==> src/least_runtime_task_scheduler_unit_assert.svh <==
// Assertion macros used by the scheduler top level.
`ifndef LEAST_RUNTIME_TASK_SCHEDULER_UNIT_ASSERT_SVH
`define LEAST_RUNTIME_TASK_SCHEDULER_UNIT_ASSERT_SVH

// Same-cycle implication, sampled on clk and disabled during reset.
`define LRTS_ASSERT_IMPLY(label, ante, cons, msg) \
    label: assert property (@(posedge clk) disable iff (!rst_n) (ante) |-> (cons)) \
        else $error(msg);

// Next-cycle implication, sampled on clk and disabled during reset.
`define LRTS_ASSERT_NEXT(label, ante, cons, msg) \
    label: assert property (@(posedge clk) disable iff (!rst_n) (ante) |=> (cons)) \
        else $error(msg);

`endif

==> src/lrts_pkg.sv <==
// Shared codes, widths and types of the least-runtime task scheduler.
package lrts_pkg;

    // Transaction kinds on the input stream.
    localparam logic [1:0] KIND_CONFIG   = 2'd0;
    localparam logic [1:0] KIND_PASS     = 2'd1;
    localparam logic [1:0] KIND_COMPLETE = 2'd2;

    // Slot modes as stored in the task table.
    localparam logic [1:0] MODE_INACTIVE = 2'd0;
    localparam logic [1:0] MODE_RUNNING  = 2'd1;
    localparam logic [1:0] MODE_WAITING  = 2'd2;

    // Grant reasons.
    localparam logic [1:0] REASON_NOTIFY = 2'd0;
    localparam logic [1:0] REASON_TIMER  = 2'd1;
    localparam logic [1:0] REASON_LEAST  = 2'd2;

    localparam int NOTIFY_BITS = 8;
    localparam int FIELD_BITS  = 32;

    typedef enum logic [1:0] {
        ST_IDLE,
        ST_SCAN,
        ST_FIN
    } state_t;

    // Outcome of evaluating one table entry.
    typedef struct packed {
        logic       grant;
        logic [1:0] reason;
        logic       counted;
        logic       take_best;
        logic       wrap;
    } slot_status_t;

endpackage

==> src/lrts_ram.sv <==
// Generic single-write, single-read RAM with registered read data.
module lrts_ram #(
    parameter int WIDTH = 8,
    parameter int DEPTH = 16
) (
    input  logic                     clk,
    input  logic                     wr_en,
    input  logic [$clog2(DEPTH)-1:0] wr_addr,
    input  logic [WIDTH-1:0]         wr_data,
    input  logic                     rd_en,
    input  logic [$clog2(DEPTH)-1:0] rd_addr,
    output logic [WIDTH-1:0]         rd_data
);

    logic [WIDTH-1:0] mem [DEPTH];
    logic [WIDTH-1:0] rd_data_reg;

    always_ff @(posedge clk)
    begin
        if (wr_en)
        begin
            mem[wr_addr] <= wr_data;
        end
        if (rd_en)
        begin
            rd_data_reg <= mem[rd_addr];
        end
    end

    assign rd_data = rd_data_reg;

endmodule

==> src/lrts_slot_unit.sv <==
// Shared slot evaluation unit: updates one task table entry per use.
module lrts_slot_unit #(
    parameter int TIME_BITS = 32
) (
    input  logic [1:0]                                    kind,
    input  logic                                          fix_totals,
    input  logic                                          count_ok,
    input  logic                                          best_valid,
    input  logic [TIME_BITS-1:0]                          best_total,
    input  logic [1:0]                                    new_mode,
    input  logic [TIME_BITS-1:0]                          interval,
    input  logic [lrts_pkg::NOTIFY_BITS-1:0]              notify_count,
    input  logic [TIME_BITS-1:0]                          now,
    input  logic [TIME_BITS-1:0]                          elapsed,
    input  logic [2+lrts_pkg::NOTIFY_BITS+4*TIME_BITS-1:0] cur_entry,
    output logic [2+lrts_pkg::NOTIFY_BITS+4*TIME_BITS-1:0] nxt_entry,
    output logic [TIME_BITS-1:0]                          eff_total,
    output lrts_pkg::slot_status_t                        status
);

    import lrts_pkg::*;

    logic [1:0]             cur_mode, nxt_mode;
    logic [NOTIFY_BITS-1:0] cur_notify, nxt_notify;
    logic [TIME_BITS-1:0]   cur_total, nxt_total;
    logic [TIME_BITS-1:0]   cur_last, nxt_last;
    logic [TIME_BITS-1:0]   cur_period, nxt_period;
    logic [TIME_BITS-1:0]   cur_start, nxt_start;
    logic [TIME_BITS:0]     sum;
    logic [TIME_BITS-1:0]   age;

    assign {cur_mode, cur_notify, cur_total, cur_last, cur_period, cur_start} = cur_entry;
    assign nxt_entry = {nxt_mode, nxt_notify, nxt_total, nxt_last, nxt_period, nxt_start};

    // A pending wrap makes every total fall back to its last runtime.
    assign eff_total = fix_totals ? cur_last : cur_total;
    assign sum       = {1'b0, cur_total} + {1'b0, elapsed};
    assign age       = now - cur_start;

    always_comb
    begin
        nxt_mode   = cur_mode;
        nxt_notify = cur_notify;
        nxt_total  = cur_total;
        nxt_last   = cur_last;
        nxt_period = cur_period;
        nxt_start  = cur_start;
        status     = '0;
        case (kind)
            KIND_CONFIG:
            begin
                if (new_mode == MODE_RUNNING || new_mode == MODE_WAITING)
                begin
                    nxt_mode = new_mode;
                end
                else
                begin
                    nxt_mode = MODE_INACTIVE;
                end
                nxt_period = interval;
                nxt_notify = notify_count;
                nxt_start  = now;
            end
            KIND_COMPLETE:
            begin
                nxt_last    = elapsed;
                nxt_total   = sum[TIME_BITS-1:0];
                status.wrap = sum[TIME_BITS];
            end
            KIND_PASS:
            begin
                nxt_total = eff_total;
                if (cur_mode == MODE_WAITING && count_ok)
                begin
                    status.counted = 1'b1;
                    if (cur_notify != '0)
                    begin
                        status.grant  = 1'b1;
                        status.reason = REASON_NOTIFY;
                        nxt_notify    = '0;
                    end
                    else if (cur_period != '0 && age > cur_period)
                    begin
                        status.grant  = 1'b1;
                        status.reason = REASON_TIMER;
                        nxt_start     = now;
                    end
                end
                if (cur_mode == MODE_RUNNING && (!best_valid || eff_total < best_total))
                begin
                    status.take_best = 1'b1;
                end
            end
            default:
            begin
            end
        endcase
    end

endmodule

==> src/least_runtime_task_scheduler_unit.sv <==
// Top level of the least-runtime cooperative task scheduler.
//
// Input stream (s_axis): one transaction is a configure, a scheduling pass or a
// run completion, selected by s_axis_tuser. Output stream (m_axis): result
// transactions; every input transaction gives one or more results and the
// final one carries m_axis_tlast. A pass gives one result per grant, waiting
// slots in slot order first and the least-runtime running slot last, or a
// single non-grant result when nothing is granted.
// The task table sits in a RAM that is swept by one shared slot evaluation
// unit, one entry per cycle while the sweep is not held, with a
// read-modify-write pipeline. A configure or completion sweeps only its own
// entry, a pass sweeps every entry and an undefined kind sweeps none; the
// final result is loaded once the sweep has ended, and for a pass once the
// least-runtime grant has been placed. A new transaction is not taken before
// then: the input is ready again the cycle after the final result is loaded,
// while that result may still wait in the output register.
// When the receiver stalls, the sweep holds as soon as a further grant has
// no place to go; nothing is dropped. At reset every table entry reads as
// inactive with zero times through per-entry fill flags, so no clearing pass
// is needed and the block is ready as soon as reset ends.
`include "least_runtime_task_scheduler_unit_assert.svh"

module least_runtime_task_scheduler_unit #(
    parameter int TASK_SLOTS    = 16,
    parameter int WAITING_LIMIT = 16,
    parameter int TIME_BITS     = 32
) (
    input  logic         clk,
    input  logic         rst_n,
    input  logic         s_axis_tvalid,
    output logic         s_axis_tready,
    // slot[3:0], task_mode[5:4], timer_interval[37:6], notify_count[45:38],
    // now[77:46], elapsed[109:78], zero fill[111:110]
    input  logic [111:0] s_axis_tdata,
    // kind[1:0]
    input  logic [1:0]   s_axis_tuser,
    output logic         m_axis_tvalid,
    input  logic         m_axis_tready,
    // grant_slot[3:0], grant_reason[5:4], overflow_pending[6], zero fill[7]
    output logic [7:0]   m_axis_tdata,
    // grant_valid[0]
    output logic         m_axis_tuser,
    output logic         m_axis_tlast
);

    import lrts_pkg::*;

    localparam int SLOT_BITS = $clog2(TASK_SLOTS);
    localparam int CNT_BITS  = $clog2(TASK_SLOTS + 1);
    localparam int SEEN_BITS = $clog2(WAITING_LIMIT + 1);
    localparam int ENTRY_W   = 2 + NOTIFY_BITS + 4 * TIME_BITS;

    // Input fields.
    logic [1:0]             in_kind;
    logic [3:0]             in_slot;
    logic [1:0]             in_mode;
    logic [FIELD_BITS-1:0]  in_interval;
    logic [NOTIFY_BITS-1:0] in_notify;
    logic [FIELD_BITS-1:0]  in_now;
    logic [FIELD_BITS-1:0]  in_elapsed;

    assign in_kind     = s_axis_tuser;
    assign in_slot     = s_axis_tdata[3:0];
    assign in_mode     = s_axis_tdata[5:4];
    assign in_interval = s_axis_tdata[37:6];
    assign in_notify   = s_axis_tdata[45:38];
    assign in_now      = s_axis_tdata[77:46];
    assign in_elapsed  = s_axis_tdata[109:78];

    state_t state_reg, state_next;

    // Latched transaction.
    logic [1:0]             kind_reg;
    logic [1:0]             mode_reg;
    logic [TIME_BITS-1:0]   interval_reg;
    logic [NOTIFY_BITS-1:0] notify_reg;
    logic [TIME_BITS-1:0]   now_reg;
    logic [TIME_BITS-1:0]   elapsed_reg;
    logic                   fix_reg;

    // Sweep pipeline.
    logic [CNT_BITS-1:0]    rd_idx_reg;
    logic [CNT_BITS-1:0]    scan_end_reg;
    logic                   ev_valid_reg;
    logic [SLOT_BITS-1:0]   ev_idx_reg;
    logic                   rd_filled_reg;
    logic [TASK_SLOTS-1:0]  filled_reg;
    logic [SEEN_BITS-1:0]   seen_reg;

    // Least-runtime candidate and the grant held back for the tlast decision.
    logic                   best_valid_reg;
    logic [SLOT_BITS-1:0]   best_idx_reg;
    logic [TIME_BITS-1:0]   best_total_reg;
    logic                   held_valid_reg;
    logic [SLOT_BITS-1:0]   held_slot_reg;
    logic [1:0]             held_reason_reg;
    logic                   wrapped_reg;

    // Output register.
    logic                   out_valid_reg;
    logic                   out_grant_reg;
    logic [3:0]             out_slot_reg;
    logic [1:0]             out_reason_reg;
    logic                   out_last_reg;
    logic                   out_ovf_reg;

    logic                   accept;
    logic                   in_range;
    logic                   scan_item;
    logic                   out_free;
    logic                   stall;
    logic                   advance;
    logic                   issue;
    logic                   commit;
    logic                   count_ok;
    logic [ENTRY_W-1:0]     ram_q;
    logic [ENTRY_W-1:0]     cur_entry;
    logic [ENTRY_W-1:0]     nxt_entry;
    logic [TIME_BITS-1:0]   eff_total;
    slot_status_t           status;

    logic                   out_load;
    logic                   out_grant_next;
    logic [3:0]             out_slot_next;
    logic [1:0]             out_reason_next;
    logic                   out_last_next;
    logic                   held_load;
    logic [SLOT_BITS-1:0]   held_slot_next;
    logic [1:0]             held_reason_next;
    logic                   held_clear;
    logic                   best_clear;

    assign s_axis_tready = (state_reg == ST_IDLE);
    assign accept        = s_axis_tvalid && s_axis_tready;
    assign in_range      = 32'(in_slot) < 32'(TASK_SLOTS);
    assign scan_item     = (in_kind == KIND_PASS) ||
                           ((in_kind == KIND_CONFIG || in_kind == KIND_COMPLETE) && in_range);

    assign out_free  = !out_valid_reg || m_axis_tready;
    assign count_ok  = seen_reg < SEEN_BITS'(WAITING_LIMIT);
    assign cur_entry = rd_filled_reg ? ram_q : '0;

    // A second grant while one is held needs the output register.
    assign stall   = ev_valid_reg && status.grant && held_valid_reg && !out_free;
    assign advance = (state_reg == ST_SCAN) && !stall;
    assign issue   = advance && (rd_idx_reg != scan_end_reg);
    assign commit  = advance && ev_valid_reg;

    lrts_ram #(
        .WIDTH (ENTRY_W),
        .DEPTH (TASK_SLOTS)
    ) u_table (
        .clk     (clk),
        .wr_en   (commit),
        .wr_addr (ev_idx_reg),
        .wr_data (nxt_entry),
        .rd_en   (issue),
        .rd_addr (rd_idx_reg[SLOT_BITS-1:0]),
        .rd_data (ram_q)
    );

    lrts_slot_unit #(
        .TIME_BITS (TIME_BITS)
    ) u_slot_unit (
        .kind         (kind_reg),
        .fix_totals   (fix_reg),
        .count_ok     (count_ok),
        .best_valid   (best_valid_reg),
        .best_total   (best_total_reg),
        .new_mode     (mode_reg),
        .interval     (interval_reg),
        .notify_count (notify_reg),
        .now          (now_reg),
        .elapsed      (elapsed_reg),
        .cur_entry    (cur_entry),
        .nxt_entry    (nxt_entry),
        .eff_total    (eff_total),
        .status       (status)
    );

    // Next state.
    always_comb
    begin
        state_next = state_reg;
        case (state_reg)
            ST_IDLE:
            begin
                if (accept)
                begin
                    state_next = scan_item ? ST_SCAN : ST_FIN;
                end
            end
            ST_SCAN:
            begin
                if (!ev_valid_reg && rd_idx_reg == scan_end_reg)
                begin
                    state_next = ST_FIN;
                end
            end
            ST_FIN:
            begin
                if (!best_valid_reg && out_free)
                begin
                    state_next = ST_IDLE;
                end
            end
            default:
            begin
                state_next = ST_IDLE;
            end
        endcase
    end

    // Result sequencing: a grant is held until the next one shows whether it
    // is the final result of the transaction.
    always_comb
    begin
        out_load         = 1'b0;
        out_grant_next   = held_valid_reg;
        out_slot_next    = 4'(held_slot_reg);
        out_reason_next  = held_reason_reg;
        out_last_next    = 1'b0;
        held_load        = 1'b0;
        held_slot_next   = ev_idx_reg;
        held_reason_next = status.reason;
        held_clear       = 1'b0;
        best_clear       = 1'b0;
        case (state_reg)
            ST_SCAN:
            begin
                if (commit && status.grant)
                begin
                    out_load  = held_valid_reg;
                    held_load = 1'b1;
                end
            end
            ST_FIN:
            begin
                held_slot_next   = best_idx_reg;
                held_reason_next = REASON_LEAST;
                if (best_valid_reg)
                begin
                    if (!held_valid_reg)
                    begin
                        held_load  = 1'b1;
                        best_clear = 1'b1;
                    end
                    else if (out_free)
                    begin
                        out_load   = 1'b1;
                        held_load  = 1'b1;
                        best_clear = 1'b1;
                    end
                end
                else if (out_free)
                begin
                    out_load      = 1'b1;
                    out_last_next = 1'b1;
                    held_clear    = 1'b1;
                    if (!held_valid_reg)
                    begin
                        out_slot_next   = '0;
                        out_reason_next = REASON_NOTIFY;
                    end
                end
            end
            default:
            begin
            end
        endcase
    end

    always_ff @(posedge clk or negedge rst_n)
    begin
        if (!rst_n)
        begin
            state_reg      <= ST_IDLE;
            fix_reg        <= 1'b0;
            rd_idx_reg     <= '0;
            scan_end_reg   <= '0;
            ev_valid_reg   <= 1'b0;
            rd_filled_reg  <= 1'b0;
            filled_reg     <= '0;
            seen_reg       <= '0;
            best_valid_reg <= 1'b0;
            held_valid_reg <= 1'b0;
            wrapped_reg    <= 1'b0;
            out_valid_reg  <= 1'b0;
        end
        else
        begin
            state_reg <= state_next;

            if (accept)
            begin
                fix_reg        <= (in_kind == KIND_PASS) && wrapped_reg;
                seen_reg       <= '0;
                best_valid_reg <= 1'b0;
                held_valid_reg <= 1'b0;
                if (in_kind == KIND_PASS)
                begin
                    wrapped_reg  <= 1'b0;
                    rd_idx_reg   <= '0;
                    scan_end_reg <= CNT_BITS'(TASK_SLOTS);
                end
                else
                begin
                    rd_idx_reg   <= CNT_BITS'(in_slot);
                    scan_end_reg <= CNT_BITS'(in_slot) + CNT_BITS'(1);
                end
            end

            if (advance)
            begin
                ev_valid_reg <= issue;
                if (issue)
                begin
                    rd_idx_reg    <= rd_idx_reg + CNT_BITS'(1);
                    rd_filled_reg <= filled_reg[rd_idx_reg[SLOT_BITS-1:0]];
                end
            end

            if (commit)
            begin
                filled_reg[ev_idx_reg] <= 1'b1;
                if (status.counted)
                begin
                    seen_reg <= seen_reg + SEEN_BITS'(1);
                end
                if (status.take_best)
                begin
                    best_valid_reg <= 1'b1;
                end
                if (status.wrap)
                begin
                    wrapped_reg <= 1'b1;
                end
            end

            if (best_clear)
            begin
                best_valid_reg <= 1'b0;
            end

            if (held_load)
            begin
                held_valid_reg <= 1'b1;
            end
            else if (held_clear)
            begin
                held_valid_reg <= 1'b0;
            end

            if (out_load)
            begin
                out_valid_reg <= 1'b1;
            end
            else if (m_axis_tready)
            begin
                out_valid_reg <= 1'b0;
            end
        end
    end

    // Payload registers.
    always_ff @(posedge clk)
    begin
        if (accept)
        begin
            kind_reg     <= in_kind;
            mode_reg     <= in_mode;
            interval_reg <= TIME_BITS'(in_interval);
            notify_reg   <= in_notify;
            now_reg      <= TIME_BITS'(in_now);
            elapsed_reg  <= TIME_BITS'(in_elapsed);
        end
        if (advance)
        begin
            ev_idx_reg <= rd_idx_reg[SLOT_BITS-1:0];
        end
        if (commit && status.take_best)
        begin
            best_idx_reg   <= ev_idx_reg;
            best_total_reg <= eff_total;
        end
        if (held_load)
        begin
            held_slot_reg   <= held_slot_next;
            held_reason_reg <= held_reason_next;
        end
        if (out_load)
        begin
            out_grant_reg  <= out_grant_next;
            out_slot_reg   <= out_slot_next;
            out_reason_reg <= out_reason_next;
            out_last_reg   <= out_last_next;
            out_ovf_reg    <= wrapped_reg;
        end
    end

    assign m_axis_tvalid = out_valid_reg;
    assign m_axis_tdata  = {1'b0, out_ovf_reg, out_reason_reg, out_slot_reg};
    assign m_axis_tuser  = out_grant_reg;
    assign m_axis_tlast  = out_last_reg;

    `LRTS_ASSERT_IMPLY(a_idle_clean, s_axis_tready,
        !ev_valid_reg && !held_valid_reg && !best_valid_reg,
        "work left over when taking a new transaction")
    `LRTS_ASSERT_IMPLY(a_stall_only_when_blocked, (state_reg == ST_SCAN) && stall,
        m_axis_tvalid && !m_axis_tready, "sweep held while output was free")
    `LRTS_ASSERT_NEXT(a_last_returns_idle, out_load && out_last_next,
        state_reg == ST_IDLE, "final result did not end the transaction")
    `LRTS_ASSERT_NEXT(a_pass_clears_wrap, accept && (in_kind == KIND_PASS),
        !wrapped_reg, "pass left the runtime wrap flag set")
    `LRTS_ASSERT_IMPLY(a_scan_in_bounds, state_reg == ST_SCAN,
        rd_idx_reg <= scan_end_reg, "sweep ran past its end")

endmodule

==> config.mk <==
export PLATFORM = sky130hd
export DESIGN_NAME = least_runtime_task_scheduler_unit
export DESIGN_NICKNAME = d
export VERILOG_FILES = /design/src/lrts_pkg.sv /design/src/lrts_ram.sv /design/src/lrts_slot_unit.sv /design/src/least_runtime_task_scheduler_unit.sv
export VERILOG_INCLUDE_DIRS = /design/src /design/src/src
export SDC_FILE = /design/constraint.sdc
export NUM_CORES = 2
export LEC_CHECK = 0
export BUFFER_PORTS_ARGS = -buffer_cell sky130_fd_sc_hd__clkbuf_2
export CORE_ASPECT_RATIO = 0.8
export CORE_MARGIN = 4
export CORE_UTILIZATION = 57
export DETAILED_ROUTE_END_ITERATION = 16
export PLACE_DENSITY = 0.77
export SLEW_MARGIN = 30
export SYNTH_ARGS = -nofsm -noshare
export SYNTH_HDL_FRONTEND = slang
export SYNTH_HIERARCHICAL = 1
export SYNTH_SLANG_ARGS = --single-unit
==> constraint.sdc <==
create_clock -name clk -period 15.2 [get_ports clk]
set_clock_uncertainty 0.1 [all_clocks]
set_input_delay 0.76 -clock clk [delete_from_list [all_inputs] [get_ports clk]]
set_output_delay 0.76 -clock clk [all_outputs]
set_load 0.02 [all_outputs]
==> impl_metrics.csv <==
group,metric,value,unit
placement,gp_congestion,0.883,
timing,worst_hold_slack,0.0603,ns
logic_synthesis,syn-cell-area,102000,µm²
grt,grt-ovfl-total,0,
logic_synthesis,syn_avg_cell_area,19.6,µm²
timing,drv_slew,0,
setup_path,timing.critical_path.mode_cell,"nor2_1",
logic_synthesis,yosys-top-cells-area,"edfxtp_1 74%, mux4_2 12%, a22oi_1 1.9%",
clocking,cts_max_level,4,
drt,drtAntennaViolNets,0,
logic_synthesis,synth-edff-count,2509,
drt,wl_per_cell,30.4,µm
drt,via_count,53900,
setup_path,cp.required,15.56,ns
logic_synthesis,ys_ff_latch,2549,
final_layout,multiInputGateArea,24600,µm²
power,pwr_density_cell,189,nW/µm²
grt,grt_use_met2,39.8,%
die,placementRows,138,
grt,antenna_found_initial,3,
drt,vias_per_cell,6.65,
clocking,clock-sinks,2549,
timing,fmax,0.101,GHz
timing,hold_viol,0,
placement,dpl_cell_area,106000,µm²
clocking,cts-buffers-inserted,226,
clocking,clk_path_buf_depth,3,
clocking,clk_pin_slew,0.07,ns
clocking,post_cts_buffers,0,
setup_path,rrSetupSlack,5.28,ns
clocking,root_buffer,"clkbuf_16",
placement,port_buffers,126,
grt,grt_busiest_layer,"met1",
run,maxCapViolCount,0,
die,core,178000,µm²
timing,fin_crit_sh,65.3,%
grt,grtUsageMet3,5.77,%
final_layout,final_nets,5791,
final_layout,ff_latch_area,76400,µm²
setup_path,cp_slowest_cell,"nor2_4",
grt,grt_max_degree,112,
logic_synthesis,syn_nets,5484,
logic_synthesis,synth_area_leader_cell,"edfxtp_1",
final_layout,layout-drive-gt1-share,23.0,%
drt,first_pass_iters,6,
drt,drt_iter0_markers,7485,
logic_synthesis,synth.yosys.seq_area_share,74.5,%
timing,fin_crit,9.92,ns
timing,rsz0062_at_grt,"no",
setup_path,criticalPathCategory,"reg2reg",
logic_synthesis,ys_async_sr_fraction,1.57,%
setup_path,setup.worst_path.end_class,"register",
placement,place_ws,5.63,ns
final_layout,fill_cells,11400,
power,ir_drop,0.000230,V
setup_path,cp_max_fo,45,
final_layout,stdcell_area,115000,µm²
die,die_w,482,µm
clocking,cts_tree,"built",
grt,grt_pass1_vias,53500,
final_layout,largest_reg_flops,2208,
placement,dp_hpwl,132000,µm
logic_synthesis,netlist.area_leader.share,73.5,%
setup_path,arrival,10.28,ns
logic_synthesis,synth_most_common_cell,"edfxtp_1",
die,die_h,387,µm
final_layout,area_growth,11.8,%
die,start_util,57.6,%
logic_synthesis,synthCells,5229,
power,p_leak,37.6,nW
logic_synthesis,ys_top_cells_by_count,"2509 x edfxtp_1, 526 x mux4_2, 256 x a22oi_1",
timing,setup_viol,0,
timing,layout_setup_ws,5.28,ns
logic_synthesis,synth.distinct_cells,93,
logic_synthesis,synth-main-ff-cell,"edfxtp_1",
timing,finalSetupTns,0,ns
logic_synthesis,yosysWarnings,6,
power,p_total,21.6,mW
die,io_pins,130,
setup_path,crit_chain,"buf_4, and2_1, inv_1, ha_1, nor2_1, a211oi_1, or3b_1, a211oi_2, nor2_1, o21ai_1, xnor2_1, ha_1, a2111oi_0, a31oi_1, nor3_2, nor2_1, nor2_1, nor2_1, nand4b_2, and2_1, nand3b_1, nor2_4, buf_4, buf_4",
drt,route.detailed.drc,0,
timing,worst_pin_slew,1.08,ns
setup_path,start_kind,"register",
timing,slew_headroom,27.8,%
min_path,min_path_type,"in2reg",
status,status,"finished clean",
drt,routed_wl,246000,µm
die,dieArea,187000,µm²
setup_path,slowest_delay,0.86,ns
grt,grt.total_usage,26.4,%
clocking,clock_latency,0.86,ns
grt,grtUsageMet1,39.9,%
grt,grt_pass1_wl,361000,µm
[worst max-delay path: cells and delay by family (launching register included)]
kind	cells	cell delay (ns)
compound gates	5	1.64
xor+xnor	1	0.16
fa+ha+maj	2	0.67
buf+inv	4	2.18
flops	1	0.70
simple gates	12	3.99
[worst paths after layout]
kind,from,end,depth (start not counted)
worst min register to register,filled_reg[4],filled_reg[4],1
worst min-delay path,s_axis_tdata[104],elapsed_reg[26],1
max in group asynchronous,rst_n,rd_filled_reg,2
worst max register to register,rd_filled_reg,u_table/mem[7][97],24
worst max-delay path,rd_filled_reg,u_table/mem[7][97],24
min in group asynchronous,rst_n,filled_reg[10],2
[kinds of logic (layout without fill, tap and decap cells)]
group                      Yosys count  count (layout)  synth area share (%)
xor gates and xnor gates            57              57                 0.502
DFF                               2549            2549                  74.5
and+or+nand+nor                    678             678                  3.34
buffers and inverters              402             897                  1.83
other                                2               3               0.00733
adders and majority gates          137             137                  1.69
muxes                              670             670                  13.1
AOI/OAI and AO/OA                  734             734                  5.04
[placed cells by master (no fill, tap or decap), drive strengths merged, types with 12 or more instances in the layout]
| cell | netlist | final |
|---|---|---|
| edfxtp | 2509 | 2509 |
| mux4 | 526 | 526 |
| clkbuf | 103 | 402 |
| a22oi | 256 | 256 |
| nand2 | 231 | 231 |
| and2 | 145 | 145 |
| inv | 135 | 142 |
| ha | 135 | 135 |
| o21ai | 134 | 134 |
| mux2 | 117 | 117 |
| buf | 164 | 115 |
| clkinv | 0 | 110 |
| dlygate4sd3 | 0 | 103 |
| a21oi | 102 | 102 |
| nor2 | 93 | 93 |
| nor2b | 44 | 44 |
| a22o | 42 | 42 |
| xnor2 | 42 | 42 |
| nand3 | 41 | 41 |
| dfrtp | 40 | 40 |
| a21o | 39 | 39 |
| nand2b | 32 | 32 |
| mux2i | 27 | 27 |
| o221ai | 26 | 26 |
| bufinv | 0 | 22 |
| nor3 | 22 | 22 |
| nand4 | 21 | 21 |
| a211oi | 20 | 20 |
| xor2 | 15 | 15 |
| nor4 | 15 | 15 |
| o21a | 12 | 12 |
| a221oi | 12 | 12 |
[stage by stage]
step | utilization, % | cells
CTS | 64.3 | 8100
floorplan | - | 5229
finish | 64.4 | 8105
detailed placement | 59.6 | 7581
global route | 64.4 | 8104
global placement | 59.5 | 7577
[area by class of cell]
type | instances | area share (%)
Antenna cell | 1 | 0.00218
Clock buffer | 274 | 5.19
Clock inverter | 142 | 1.15
Inverter | 135 | 0.453
Multi-Input combinational cell | 2278 | 21.5
Sequential cell | 2549 | 66.7
Tap cell | 2380 | 2.60
Timing Repair Buffer | 346 | 2.44
[repair_timing]
item	CTS	global route
hold buffers	103	0
gates resized for setup	0	0
hold endpoints to repair	142	0
[per-layer routing]
metal  wire, µm  vias up
met5         13        -
met4       6180        2
met3      29500      444
met2     115000     3475
met1      95800    28000
li1           -    22100
[where the power goes]
part | total (mW) | leakage, nW | switching, mW | internal [mW]
clock network | 5.64 | 3.57 | 2.50 | 3.15
registers | 9.36 | 23.5 | 0.288 | 9.08
logic | 6.60 | 10.5 | 4.09 | 2.50
No activity file was read; power rests on OpenSTA's default activity.
